`config.mk`:
```
export PLATFORM = sky130hd
export DESIGN_NAME = id3v2_tag_frame_walker_core
export DESIGN_NICKNAME = d
export VERILOG_FILES = /design/src/sv/id3w_pkg.sv /design/src/sv/id3w_kind_class.sv /design/src/sv/id3v2_tag_frame_walker_core.sv
export SDC_FILE = /design/constraint.sdc
export NUM_CORES = 1
export LEC_CHECK = 0
export BUFFER_PORTS_ARGS = -buffer_cell sky130_fd_sc_hd__buf_2
export CAP_MARGIN = 25
export CELL_PAD_IN_SITES_DETAIL_PLACEMENT = 2
export CELL_PAD_IN_SITES_GLOBAL_PLACEMENT = 2
export CORE_ASPECT_RATIO = 2
export CORE_MARGIN = 3
export CORE_UTILIZATION = 40
export CTS_CLUSTER_SIZE = 10
export DETAILED_ROUTE_END_ITERATION = 8
export PLACE_DENSITY_LB_ADDON = 0.1
export SETUP_SLACK_MARGIN = 0.15
export SLEW_MARGIN = 30
export SYNTH_ARGS = -nofsm -noshare
export SYNTH_HDL_FRONTEND = slang
export SYNTH_HIERARCHICAL = 1
export SYNTH_SLANG_ARGS = --single-unit
```
`constraint.sdc`:
```
create_clock -name clk -period 12.4 [get_ports clk]
set_input_delay 2.48 -clock clk [delete_from_list [all_inputs] [get_ports clk]]
set_output_delay 2.48 -clock clk [all_outputs]
set_load 0.1 [all_outputs]
```
`src/sv/id3w_pkg.sv`:
```
// Shared types and constants for the ID3v2 tag frame walker.
package id3w_pkg;

  typedef enum logic [2:0] {
    PH_TAG     = 3'd0,
    PH_FHDR    = 3'd1,
    PH_PAYLOAD = 3'd2,
    PH_DONE    = 3'd3,
    PH_ERROR   = 3'd4
  } phase_t;

  typedef enum logic [2:0] {
    EV_HDR_BYTE  = 3'd0,
    EV_TAG_HDR   = 3'd1,
    EV_FRAME_HDR = 3'd2,
    EV_PAYLOAD   = 3'd3,
    EV_TAG_END   = 3'd4,
    EV_BAD_MAGIC = 3'd5,
    EV_OUTSIDE   = 3'd6
  } event_t;

  localparam logic [7:0] MAGIC0 = 8'h49;  // 'I'
  localparam logic [7:0] MAGIC1 = 8'h44;  // 'D'
  localparam logic [7:0] MAGIC2 = 8'h33;  // '3'

  localparam logic [7:0] CHAR_T = 8'h54;
  localparam logic [7:0] CHAR_W = 8'h57;

  localparam logic [31:0] ID_TXXX = 32'h54585858;
  localparam logic [31:0] ID_WXXX = 32'h57585858;
  localparam logic [31:0] ID_ETCO = 32'h4554434F;
  localparam logic [31:0] ID_RBUF = 32'h52425546;
  localparam logic [31:0] ID_USER = 32'h55534552;
  localparam logic [31:0] ID_SYLT = 32'h53594C54;
  localparam logic [31:0] ID_SEEK = 32'h5345454B;
  localparam logic [31:0] ID_UFID = 32'h55464944;
  localparam logic [31:0] ID_PRIV = 32'h50524956;
  localparam logic [31:0] ID_ENCR = 32'h454E4352;
  localparam logic [31:0] ID_GRID = 32'h47524944;
  localparam logic [31:0] ID_OWNE = 32'h4F574E45;
  localparam logic [31:0] ID_USLT = 32'h55534C54;
  localparam logic [31:0] ID_COMM = 32'h434F4D4D;
  localparam logic [31:0] ID_LINK = 32'h4C494E4B;
  localparam logic [31:0] ID_COMR = 32'h434F4D52;
  localparam logic [31:0] ID_EQU2 = 32'h45515532;
  localparam logic [31:0] ID_RVRB = 32'h52565242;
  localparam logic [31:0] ID_PCNT = 32'h50434E54;
  localparam logic [31:0] ID_POPM = 32'h504F504D;
  localparam logic [31:0] ID_POSS = 32'h504F5353;
  localparam logic [31:0] ID_RVA2 = 32'h52564132;

  localparam logic [4:0] KIND_UNKNOWN = 5'd0;
  localparam logic [4:0] KIND_TEXT    = 5'd1;
  localparam logic [4:0] KIND_URL     = 5'd2;
  localparam logic [4:0] KIND_USERDEF = 5'd3;
  localparam logic [4:0] KIND_ETCO    = 5'd4;
  localparam logic [4:0] KIND_RBUF    = 5'd5;
  localparam logic [4:0] KIND_USER    = 5'd6;
  localparam logic [4:0] KIND_SYLT    = 5'd7;
  localparam logic [4:0] KIND_SEEK    = 5'd8;
  localparam logic [4:0] KIND_OWNERID = 5'd9;
  localparam logic [4:0] KIND_REGID   = 5'd10;
  localparam logic [4:0] KIND_OWNE    = 5'd11;
  localparam logic [4:0] KIND_LANGTXT = 5'd12;
  localparam logic [4:0] KIND_LINK    = 5'd13;
  localparam logic [4:0] KIND_COMR    = 5'd14;
  localparam logic [4:0] KIND_EQU2    = 5'd15;
  localparam logic [4:0] KIND_RVRB    = 5'd16;
  localparam logic [4:0] KIND_PCNT    = 5'd17;
  localparam logic [4:0] KIND_POPM    = 5'd18;
  localparam logic [4:0] KIND_POSS    = 5'd19;
  localparam logic [4:0] KIND_RVA2    = 5'd20;

  localparam logic [3:0] HDR_LAST_IDX = 4'd9;
  localparam logic [31:0] FRAME_HDR_LEN = 32'd10;

endpackage

```
`src/sv/id3w_kind_class.sv`:
```
// Frame id classifier: maps a four-character frame id to its frame kind.
module id3w_kind_class (
  input  logic [31:0] id_word,
  output logic [4:0]  frame_kind
);

  always_comb begin
    unique case (id_word)
      id3w_pkg::ID_POSS: frame_kind = id3w_pkg::KIND_POSS;
      id3w_pkg::ID_RVA2: frame_kind = id3w_pkg::KIND_RVA2;
      id3w_pkg::ID_TXXX,
      id3w_pkg::ID_WXXX: frame_kind = id3w_pkg::KIND_USERDEF;
      id3w_pkg::ID_ETCO: frame_kind = id3w_pkg::KIND_ETCO;
      id3w_pkg::ID_RBUF: frame_kind = id3w_pkg::KIND_RBUF;
      id3w_pkg::ID_USER: frame_kind = id3w_pkg::KIND_USER;
      id3w_pkg::ID_SYLT: frame_kind = id3w_pkg::KIND_SYLT;
      id3w_pkg::ID_SEEK: frame_kind = id3w_pkg::KIND_SEEK;
      id3w_pkg::ID_UFID,
      id3w_pkg::ID_PRIV: frame_kind = id3w_pkg::KIND_OWNERID;
      id3w_pkg::ID_ENCR,
      id3w_pkg::ID_GRID: frame_kind = id3w_pkg::KIND_REGID;
      id3w_pkg::ID_OWNE: frame_kind = id3w_pkg::KIND_OWNE;
      id3w_pkg::ID_USLT,
      id3w_pkg::ID_COMM: frame_kind = id3w_pkg::KIND_LANGTXT;
      id3w_pkg::ID_LINK: frame_kind = id3w_pkg::KIND_LINK;
      id3w_pkg::ID_COMR: frame_kind = id3w_pkg::KIND_COMR;
      id3w_pkg::ID_EQU2: frame_kind = id3w_pkg::KIND_EQU2;
      id3w_pkg::ID_RVRB: frame_kind = id3w_pkg::KIND_RVRB;
      id3w_pkg::ID_PCNT: frame_kind = id3w_pkg::KIND_PCNT;
      id3w_pkg::ID_POPM: frame_kind = id3w_pkg::KIND_POPM;
      default: begin
        // fall back on the first character: text and url families
        if (id_word[31:24] == id3w_pkg::CHAR_T) begin
          frame_kind = id3w_pkg::KIND_TEXT;
        end else if (id_word[31:24] == id3w_pkg::CHAR_W) begin
          frame_kind = id3w_pkg::KIND_URL;
        end else begin
          frame_kind = id3w_pkg::KIND_UNKNOWN;
        end
      end
    endcase
  end

endmodule

```
`src/sv/id3v2_tag_frame_walker_core.sv`:
```
// Top level of the ID3v2 tag frame walker: byte parser with a registered result stage.
//
// Usage:
//   Input stream (s_*): one file byte per transfer in s_tdata[7:0]; s_tuser
//   high marks the first byte of a new file and restarts the parser.
//   Output stream (m_*): exactly one result per input byte. m_tuser carries
//   the event code (header byte, tag header done, frame header done,
//   payload byte, tag end, bad magic, byte outside tag). m_tdata carries the
//   tag header values and the current frame header values plus the payload
//   byte; m_tlast marks the final payload byte of a frame.
//   Output timing: the result of a byte appears in the cycle after its transfer.
//   Throughput: one byte per cycle while results are claimed; each byte is
//   parsed by a few compares and one 32-bit count update between the parser
//   state and the result register.
//   Stall: s_tready follows the result register; while a result waits
//   unclaimed, the input side stalls, otherwise a new byte enters each cycle.
//   Reset (rst, synchronous): drop any pending result and return the parser
//   to the tag header phase with all held values cleared. Bytes arriving
//   without a start mark after reset are parsed as a tag header.
module id3v2_tag_frame_walker_core (
  input  logic         clk,
  input  logic         rst,
  input  logic         s_tvalid,
  output logic         s_tready,
  input  logic [7:0]   s_tdata,   // [7:0] data_byte
  input  logic         s_tuser,   // [0] start_of_file
  output logic         m_tvalid,
  input  logic         m_tready,
  output logic [143:0] m_tdata,   // [7:0] version, [15:8] revision, [19:16] tag_flags,
                                  // [47:20] tag_len, [79:48] id_word,
                                  // [84:80] frame_kind, [112:85] frame_len,
                                  // [128:113] frame_flags, [136:129] payload_byte,
                                  // [143:137] zero
  output logic [2:0]   m_tuser,   // [2:0] event_res
  output logic         m_tlast    // last_of_frame
);

  // Parser state
  id3w_pkg::phase_t phase, phase_next;
  logic [3:0]  byte_index, byte_index_next;
  logic [31:0] header_shift, header_shift_next;
  logic [27:0] tag_size_reg, tag_size_reg_next;
  logic [31:0] consumed_count, consumed_count_next;
  logic [31:0] frame_id_reg, frame_id_reg_next;
  logic [27:0] frame_size_reg, frame_size_reg_next;
  logic [27:0] payload_left, payload_left_next;
  logic [15:0] frame_flags_reg, frame_flags_reg_next;
  logic [7:0]  version_reg, version_reg_next;
  logic [7:0]  revision_reg, revision_reg_next;
  logic [3:0]  tag_flags_reg, tag_flags_reg_next;

  // State as seen by the current byte (a start mark clears it first)
  id3w_pkg::phase_t cur_phase;
  logic [3:0]  cur_index;
  logic [31:0] cur_shift;
  logic [27:0] cur_tag_size;
  logic [31:0] cur_consumed;
  logic [31:0] cur_frame_id;
  logic [27:0] cur_frame_len;
  logic [27:0] cur_left;
  logic [15:0] cur_frame_flags;
  logic [7:0]  cur_version;
  logic [7:0]  cur_revision;
  logic [3:0]  cur_tag_flags;

  logic        s_accept;
  logic [7:0]  b;
  logic        magic_bad;
  logic        hdr_last;
  logic        tag_over;
  logic [7:0]  magic_ref;
  logic [27:0] left_dec;

  id3w_pkg::event_t ev;
  logic [7:0]  pbyte;
  logic        last;
  logic [4:0]  kind_next;

  // Result register
  id3w_pkg::event_t out_ev;
  logic [7:0]  out_version;
  logic [7:0]  out_revision;
  logic [3:0]  out_tag_flags;
  logic [27:0] out_tag_size;
  logic [31:0] out_frame_id;
  logic [4:0]  out_frame_kind;
  logic [27:0] out_frame_size;
  logic [15:0] out_frame_flags;
  logic [7:0]  out_payload;
  logic        out_last;

  assign s_tready = !m_tvalid || m_tready;
  assign s_accept = s_tvalid && s_tready;
  assign b        = s_tdata;

  // Apply the start mark: the byte then sees reset state
  always_comb begin
    if (s_tuser) begin
      cur_phase       = id3w_pkg::PH_TAG;
      cur_index       = '0;
      cur_shift       = '0;
      cur_tag_size    = '0;
      cur_consumed    = '0;
      cur_frame_id    = '0;
      cur_frame_len   = '0;
      cur_left        = '0;
      cur_frame_flags = '0;
      cur_version     = '0;
      cur_revision    = '0;
      cur_tag_flags   = '0;
    end else begin
      cur_phase       = phase;
      cur_index       = byte_index;
      cur_shift       = header_shift;
      cur_tag_size    = tag_size_reg;
      cur_consumed    = consumed_count;
      cur_frame_id    = frame_id_reg;
      cur_frame_len   = frame_size_reg;
      cur_left        = payload_left;
      cur_frame_flags = frame_flags_reg;
      cur_version     = version_reg;
      cur_revision    = revision_reg;
      cur_tag_flags   = tag_flags_reg;
    end
  end

  // Shared decode terms
  always_comb begin
    case (cur_index[1:0])
      2'd0:    magic_ref = id3w_pkg::MAGIC0;
      2'd1:    magic_ref = id3w_pkg::MAGIC1;
      default: magic_ref = id3w_pkg::MAGIC2;
    endcase
  end

  assign magic_bad = (cur_index < 4'd3) && (b != magic_ref);
  assign hdr_last  = (cur_index >= id3w_pkg::HDR_LAST_IDX);
  // Tag ends where a frame header would start: size reached or padding
  assign tag_over  = (cur_index == 4'd0) &&
                     ((cur_consumed >= {4'd0, cur_tag_size}) || (b == 8'd0));
  assign left_dec  = (cur_left != 28'd0) ? cur_left - 28'd1 : 28'd0;

  // Next state
  always_comb begin
    phase_next           = cur_phase;
    byte_index_next      = cur_index;
    header_shift_next    = cur_shift;
    tag_size_reg_next    = cur_tag_size;
    consumed_count_next  = cur_consumed;
    frame_id_reg_next    = cur_frame_id;
    frame_size_reg_next  = cur_frame_len;
    payload_left_next    = cur_left;
    frame_flags_reg_next = cur_frame_flags;
    version_reg_next     = cur_version;
    revision_reg_next    = cur_revision;
    tag_flags_reg_next   = cur_tag_flags;
    unique case (cur_phase)
      id3w_pkg::PH_TAG: begin
        if (magic_bad) begin
          phase_next = id3w_pkg::PH_ERROR;
        end else begin
          if (cur_index == 4'd3) begin
            version_reg_next = b;
          end else if (cur_index == 4'd4) begin
            revision_reg_next = b;
          end else if (cur_index == 4'd5) begin
            tag_flags_reg_next = b[7:4];
          end else if (cur_index > 4'd5) begin
            // syncsafe: seven bits per byte
            header_shift_next = {4'd0, cur_shift[20:0], b[6:0]};
          end
          if (hdr_last) begin
            tag_size_reg_next   = header_shift_next[27:0];
            header_shift_next   = '0;
            byte_index_next     = '0;
            consumed_count_next = '0;
            phase_next          = id3w_pkg::PH_FHDR;
          end else begin
            byte_index_next = cur_index + 4'd1;
          end
        end
      end
      id3w_pkg::PH_FHDR: begin
        if (tag_over) begin
          phase_next = id3w_pkg::PH_DONE;
        end else begin
          if (cur_index < 4'd4) begin
            header_shift_next = {cur_shift[23:0], b};
            if (cur_index == 4'd3) begin
              frame_id_reg_next = header_shift_next;
              header_shift_next = '0;
            end
          end else if (cur_index < 4'd8) begin
            header_shift_next = {4'd0, cur_shift[20:0], b[6:0]};
            if (cur_index == 4'd7) begin
              frame_size_reg_next = header_shift_next[27:0];
              header_shift_next   = '0;
            end
          end else begin
            header_shift_next = {16'd0, cur_shift[7:0], b};
          end
          if (hdr_last) begin
            frame_flags_reg_next = header_shift_next[15:0];
            header_shift_next    = '0;
            byte_index_next      = '0;
            consumed_count_next  = cur_consumed + id3w_pkg::FRAME_HDR_LEN +
                                   {4'd0, cur_frame_len};
            payload_left_next    = cur_frame_len;
            // empty frame: next byte opens the next frame header
            phase_next = (cur_frame_len != 28'd0) ? id3w_pkg::PH_PAYLOAD
                                                  : id3w_pkg::PH_FHDR;
          end else begin
            byte_index_next = cur_index + 4'd1;
          end
        end
      end
      id3w_pkg::PH_PAYLOAD: begin
        payload_left_next = left_dec;
        if (left_dec == 28'd0) begin
          phase_next      = id3w_pkg::PH_FHDR;
          byte_index_next = '0;
        end
      end
      default: begin
        // tag done or bad magic: hold until a start mark
      end
    endcase
  end

  // Result of the current byte
  always_comb begin
    pbyte = '0;
    last  = 1'b0;
    unique case (cur_phase)
      id3w_pkg::PH_TAG: begin
        if (magic_bad) begin
          ev = id3w_pkg::EV_BAD_MAGIC;
        end else if (hdr_last) begin
          ev = id3w_pkg::EV_TAG_HDR;
        end else begin
          ev = id3w_pkg::EV_HDR_BYTE;
        end
      end
      id3w_pkg::PH_FHDR: begin
        if (tag_over) begin
          ev = id3w_pkg::EV_TAG_END;
        end else if (hdr_last) begin
          ev = id3w_pkg::EV_FRAME_HDR;
        end else begin
          ev = id3w_pkg::EV_HDR_BYTE;
        end
      end
      id3w_pkg::PH_PAYLOAD: begin
        ev    = id3w_pkg::EV_PAYLOAD;
        pbyte = b;
        last  = (cur_left <= 28'd1);
      end
      default: begin
        ev = id3w_pkg::EV_OUTSIDE;
      end
    endcase
  end

  id3w_kind_class u_kind (
    .id_word    (frame_id_reg_next),
    .frame_kind (kind_next)
  );

  // Parser state registers: advance on each accepted byte
  always_ff @(posedge clk) begin
    if (rst) begin
      phase           <= id3w_pkg::PH_TAG;
      byte_index      <= '0;
      header_shift    <= '0;
      tag_size_reg    <= '0;
      consumed_count  <= '0;
      frame_id_reg    <= '0;
      frame_size_reg  <= '0;
      payload_left    <= '0;
      frame_flags_reg <= '0;
      version_reg     <= '0;
      revision_reg    <= '0;
      tag_flags_reg   <= '0;
    end else if (s_accept) begin
      phase           <= phase_next;
      byte_index      <= byte_index_next;
      header_shift    <= header_shift_next;
      tag_size_reg    <= tag_size_reg_next;
      consumed_count  <= consumed_count_next;
      frame_id_reg    <= frame_id_reg_next;
      frame_size_reg  <= frame_size_reg_next;
      payload_left    <= payload_left_next;
      frame_flags_reg <= frame_flags_reg_next;
      version_reg     <= version_reg_next;
      revision_reg    <= revision_reg_next;
      tag_flags_reg   <= tag_flags_reg_next;
    end
  end

  // Result valid: set on accept, clear once the transfer completes
  always_ff @(posedge clk) begin
    if (rst) begin
      m_tvalid <= 1'b0;
    end else if (s_accept) begin
      m_tvalid <= 1'b1;
    end else if (m_tready) begin
      m_tvalid <= 1'b0;
    end
  end

  // Result payload: load with each accepted byte
  always_ff @(posedge clk) begin
    if (s_accept) begin
      out_ev          <= ev;
      out_version     <= version_reg_next;
      out_revision    <= revision_reg_next;
      out_tag_flags   <= tag_flags_reg_next;
      out_tag_size    <= tag_size_reg_next;
      out_frame_id    <= frame_id_reg_next;
      out_frame_kind  <= kind_next;
      out_frame_size  <= frame_size_reg_next;
      out_frame_flags <= frame_flags_reg_next;
      out_payload     <= pbyte;
      out_last        <= last;
    end
  end

  assign m_tuser = out_ev;
  assign m_tlast = out_last;
  assign m_tdata = {7'd0, out_payload, out_frame_flags, out_frame_size, out_frame_kind,
                    out_frame_id, out_tag_size, out_tag_flags, out_revision, out_version};

`ifndef SYNTHESIS
  // A last marker only ever rides on a payload byte
  assert property (@(posedge clk) disable iff (rst)
    (m_tvalid && m_tlast) |-> (m_tuser == id3w_pkg::EV_PAYLOAD))
    else $error("last marker on a non-payload result");

  // Payload phase always has bytes left to pass
  assert property (@(posedge clk) disable iff (rst)
    (phase == id3w_pkg::PH_PAYLOAD) |-> (payload_left != 28'd0))
    else $error("payload phase with no bytes left");

  // Header byte counter stays within the ten-byte header
  assert property (@(posedge clk) disable iff (rst)
    byte_index <= id3w_pkg::HDR_LAST_IDX)
    else $error("header byte index out of range");

  // A start byte that is not the magic gives bad magic next cycle
  assert property (@(posedge clk) disable iff (rst)
    (s_accept && s_tuser && (s_tdata != id3w_pkg::MAGIC0)) |=>
      (m_tvalid && (m_tuser == id3w_pkg::EV_BAD_MAGIC)))
    else $error("bad magic not reported");

  // A byte taken while in the done phase reports outside-tag
  assert property (@(posedge clk) disable iff (rst)
    (s_accept && !s_tuser && (phase == id3w_pkg::PH_DONE)) |=>
      (m_tuser == id3w_pkg::EV_OUTSIDE))
    else $error("byte after tag end not reported as outside");
`endif

endmodule
```
==> flow_summary.ini <==
[run_status]
status = complete, no violations

[sta]
final.min_clock_period_ps = 8840
timing.final.crit_share_pct = 71.3
worst_slew_pin_slew_ps = 988
fin_skew_ps = 19.0
fmax_mhz = 113
rsz0062_at_grt = false
hold_slack_ps = 457
slew_violations = 0
hold_viol_final = 0
slew_headroom_pct = 33.8
tns_ps = 0
setup_viol = 0
worst_slack_ps = 3560

[layout]
fin_nets = 2579
drive_above_1_share_pct = 12.2
final_cell_area_sq_mm = 0.0226
fin_cells = 3153
fin_util_pct = 45.7
seq_area_sq_mm = 0.00864
multi_input_area_sq_mm = 0.0107
fill_cells = 5585
syn_to_final_growth_pct = 12.2

[floorplan]
die_x_um = 165
coreArea_sq_mm = 0.0495
rows = 115
io_pins = 163
dieArea_sq_mm = 0.0533
die_h_um = 323
initial_core_util_pct = 40.7

[worst_setup_path]
start_kind = input pin
crit_family = simple AND/OR/NAND/NOR gates
path_buf_inv = 3
worstPathRequired_ps = 12810
worstPathMaxFanout = 64
cp_slowest_cell = nor4bb_2
path_class = input pin to flip-flop
cp_common_cell = nand2_1
cp-end-kind = flip-flop
critical_path.cell_chain = buf_6, clkinv_2, nand2_1, ha_1, a21oi_1, o21ai_0, a221oi_1, o22ai_1, a211o_1, nor2_1, nand2_1, buf_4, nand2_1, a21oi_1, nor4bb_2, nand3_1, nor4_1, a221oi_1, o2111ai_1
cp.arrival_ps = 9250
crit_path_max_incr_delay_ps = 730

[global_routing]
gr-total-overflow = 0
grt_pass1_wl_um = 137000
grt_pass1_vias = 21476
grt_max_degree = 84
antenna_found_initial = 1
grt_util_all_layers_pct = 34.3

[placed_design]
placed_cells = 3075
pre_cts_ws_ps = 3200
io_buffers = 155
hpwlAfterDp_um = 66700
gp_congestion = 0.935
place_area_sq_mm = 0.0213

[synth]
synth.area.top_cells = dfxtp_1 (22%), edfxtp_1 (21%), nand2_1 (9.2%)
synthArstFlopShare_pct = 0
synth-seq-area-share_pct = 42.9
syn_inst = 2415
ys_types = 92
syn_avg_cell_area_sq_um = 8.34
synth_enable_flop_cells = 141
synth.cell_area_sq_mm = 0.0201
synth_top_area_cell = dfxtp_1
ys.flop_type = dfxtp_1
synth-seq-cells = 361
yosysWarnings = 6
yosysMostFrequentCell = nand2_1
yosysTopAreaCellShare_pct = 21.9
ys_top_cells_by_count = nand2_1 (493), a21oi_1 (237), dfxtp_1 (220)

[worst_hold_path]
hold_path.class = flip-flop to flip-flop

[routing]
vias = 19712
drt-initial-drc-count = 1106
wl_per_cell_um = 29.4
first_pass_iters = 7
antenna_left = 0
drc = 0
drt-total-wl_um = 92800
via_per_inst = 6.25

[run]
maxCapViolCount = 0

[power_and_ir_drop]
p_total_mw = 2.90
p_leak_nw = 8.38
ir_drop_uv = 97.4
power.density_mw_per_mm2 = 128

[clocking]
clock_latency_ps = 580
cts_max_level = 2
clk_pin_slew_ps = 60
post_cts_resized = 0
cts_made_buffers = 42
clk_path_buf_depth = 3
cts-hold-fix-buffers = 0
cts.sinks = 361
tritoncts = yes
post_cts.repair.setup_buffers = 0
clock-root-buffer = clkbuf_16
[layer usage]
metal  track usage (%)  vias to the layer above  wire, um
met5                 0                        -         0
li1                  -                     8776         -
met4              24.2                        0      8050
met3              3.58                      300      3970
met1              35.9                     9967     32400
met2              62.6                      669     48400
[logic make-up (layout without fill, tap and decap cells)]
group           Yosys count  in the layout  synth area share, %
simple gates           1061           1061                 25.0
xor+xnor                 35             35                 1.52
other cells               1              8               0.0186
buf+inv                 210            298                 4.32
compound gates          651            651                 20.3
fa+ha+maj                90             90                 5.63
mux                       6              6                0.304
flops                   361            361                 42.9
[cell usage in the layout, fill, tap and decap left out, drive strengths merged, types with 8 or more instances in the layout]
cell / n
a211oi: 13
a21o: 21
a21oi: 237
a22o: 34
a22oi: 52
a311oi: 11
a31o: 14
a31oi: 27
and2: 20
and3: 17
and4: 8
buf: 189
clkbuf: 74
dfxtp: 220
edfxtp: 141
ha: 89
inv: 33
nand2: 495
nand2b: 10
nand3: 55
nand4: 23
nor2: 210
nor2b: 67
nor3: 55
nor3b: 9
nor4: 28
nor4b: 14
o211ai: 8
o21ai: 142
o22ai: 14
o2bb2ai: 12
or2: 12
xnor2: 19
xor2: 16
[worst paths after layout]
kind | slack [ps] | startpoint | to | cells past startpoint
worst max-delay path | 3560 | s_tuser | out_frame_kind[2] | 19
worst min-delay path | 460 | consumed_count[19] | consumed_count[19] | 2
worst max register to register | 6450 | consumed_count[19] | out_frame_kind[2] | 17
worst min register to register | 460 | consumed_count[19] | consumed_count[19] | 2
[worst register-to-register path: stages (launching register included)]
cell and delay, ps:
dfxtp_1 330, nor2b_1 260, ha_1 320, a21oi_1 180, o21ai_0 110, a221oi_1 660
o22ai_1 150, a211o_1 440, nor2_1 430, nand2_1 350, buf_4 330, nand2_1 110
a21oi_1 120, nor4bb_2 740, nand3_1 380, nor4_1 600, a221oi_1 140, o2111ai_1 140
[area by class of cell]
| cell class | instances | area share, % |
|---|---|---|
| Tap cell | 643 | 3.56 |
| Inverter | 32 | 0.570 |
| Clock buffer | 74 | 5.23 |
| Sequential cell | 361 | 38.2 |
| Multi-Input combinational cell | 1850 | 47.6 |
| Antenna cell | 1 | 0.0111 |
| Timing Repair Buffer | 189 | 4.62 |
| Clock inverter | 3 | 0.249 |
[report_power, final]
group | internal, mW | switching (mW)
logic | 0.0677 | 0.359
registers | 1.26 | 0.0198
clock network | 0.649 | 0.535
No activity file was read; power rests on OpenSTA's default activity.
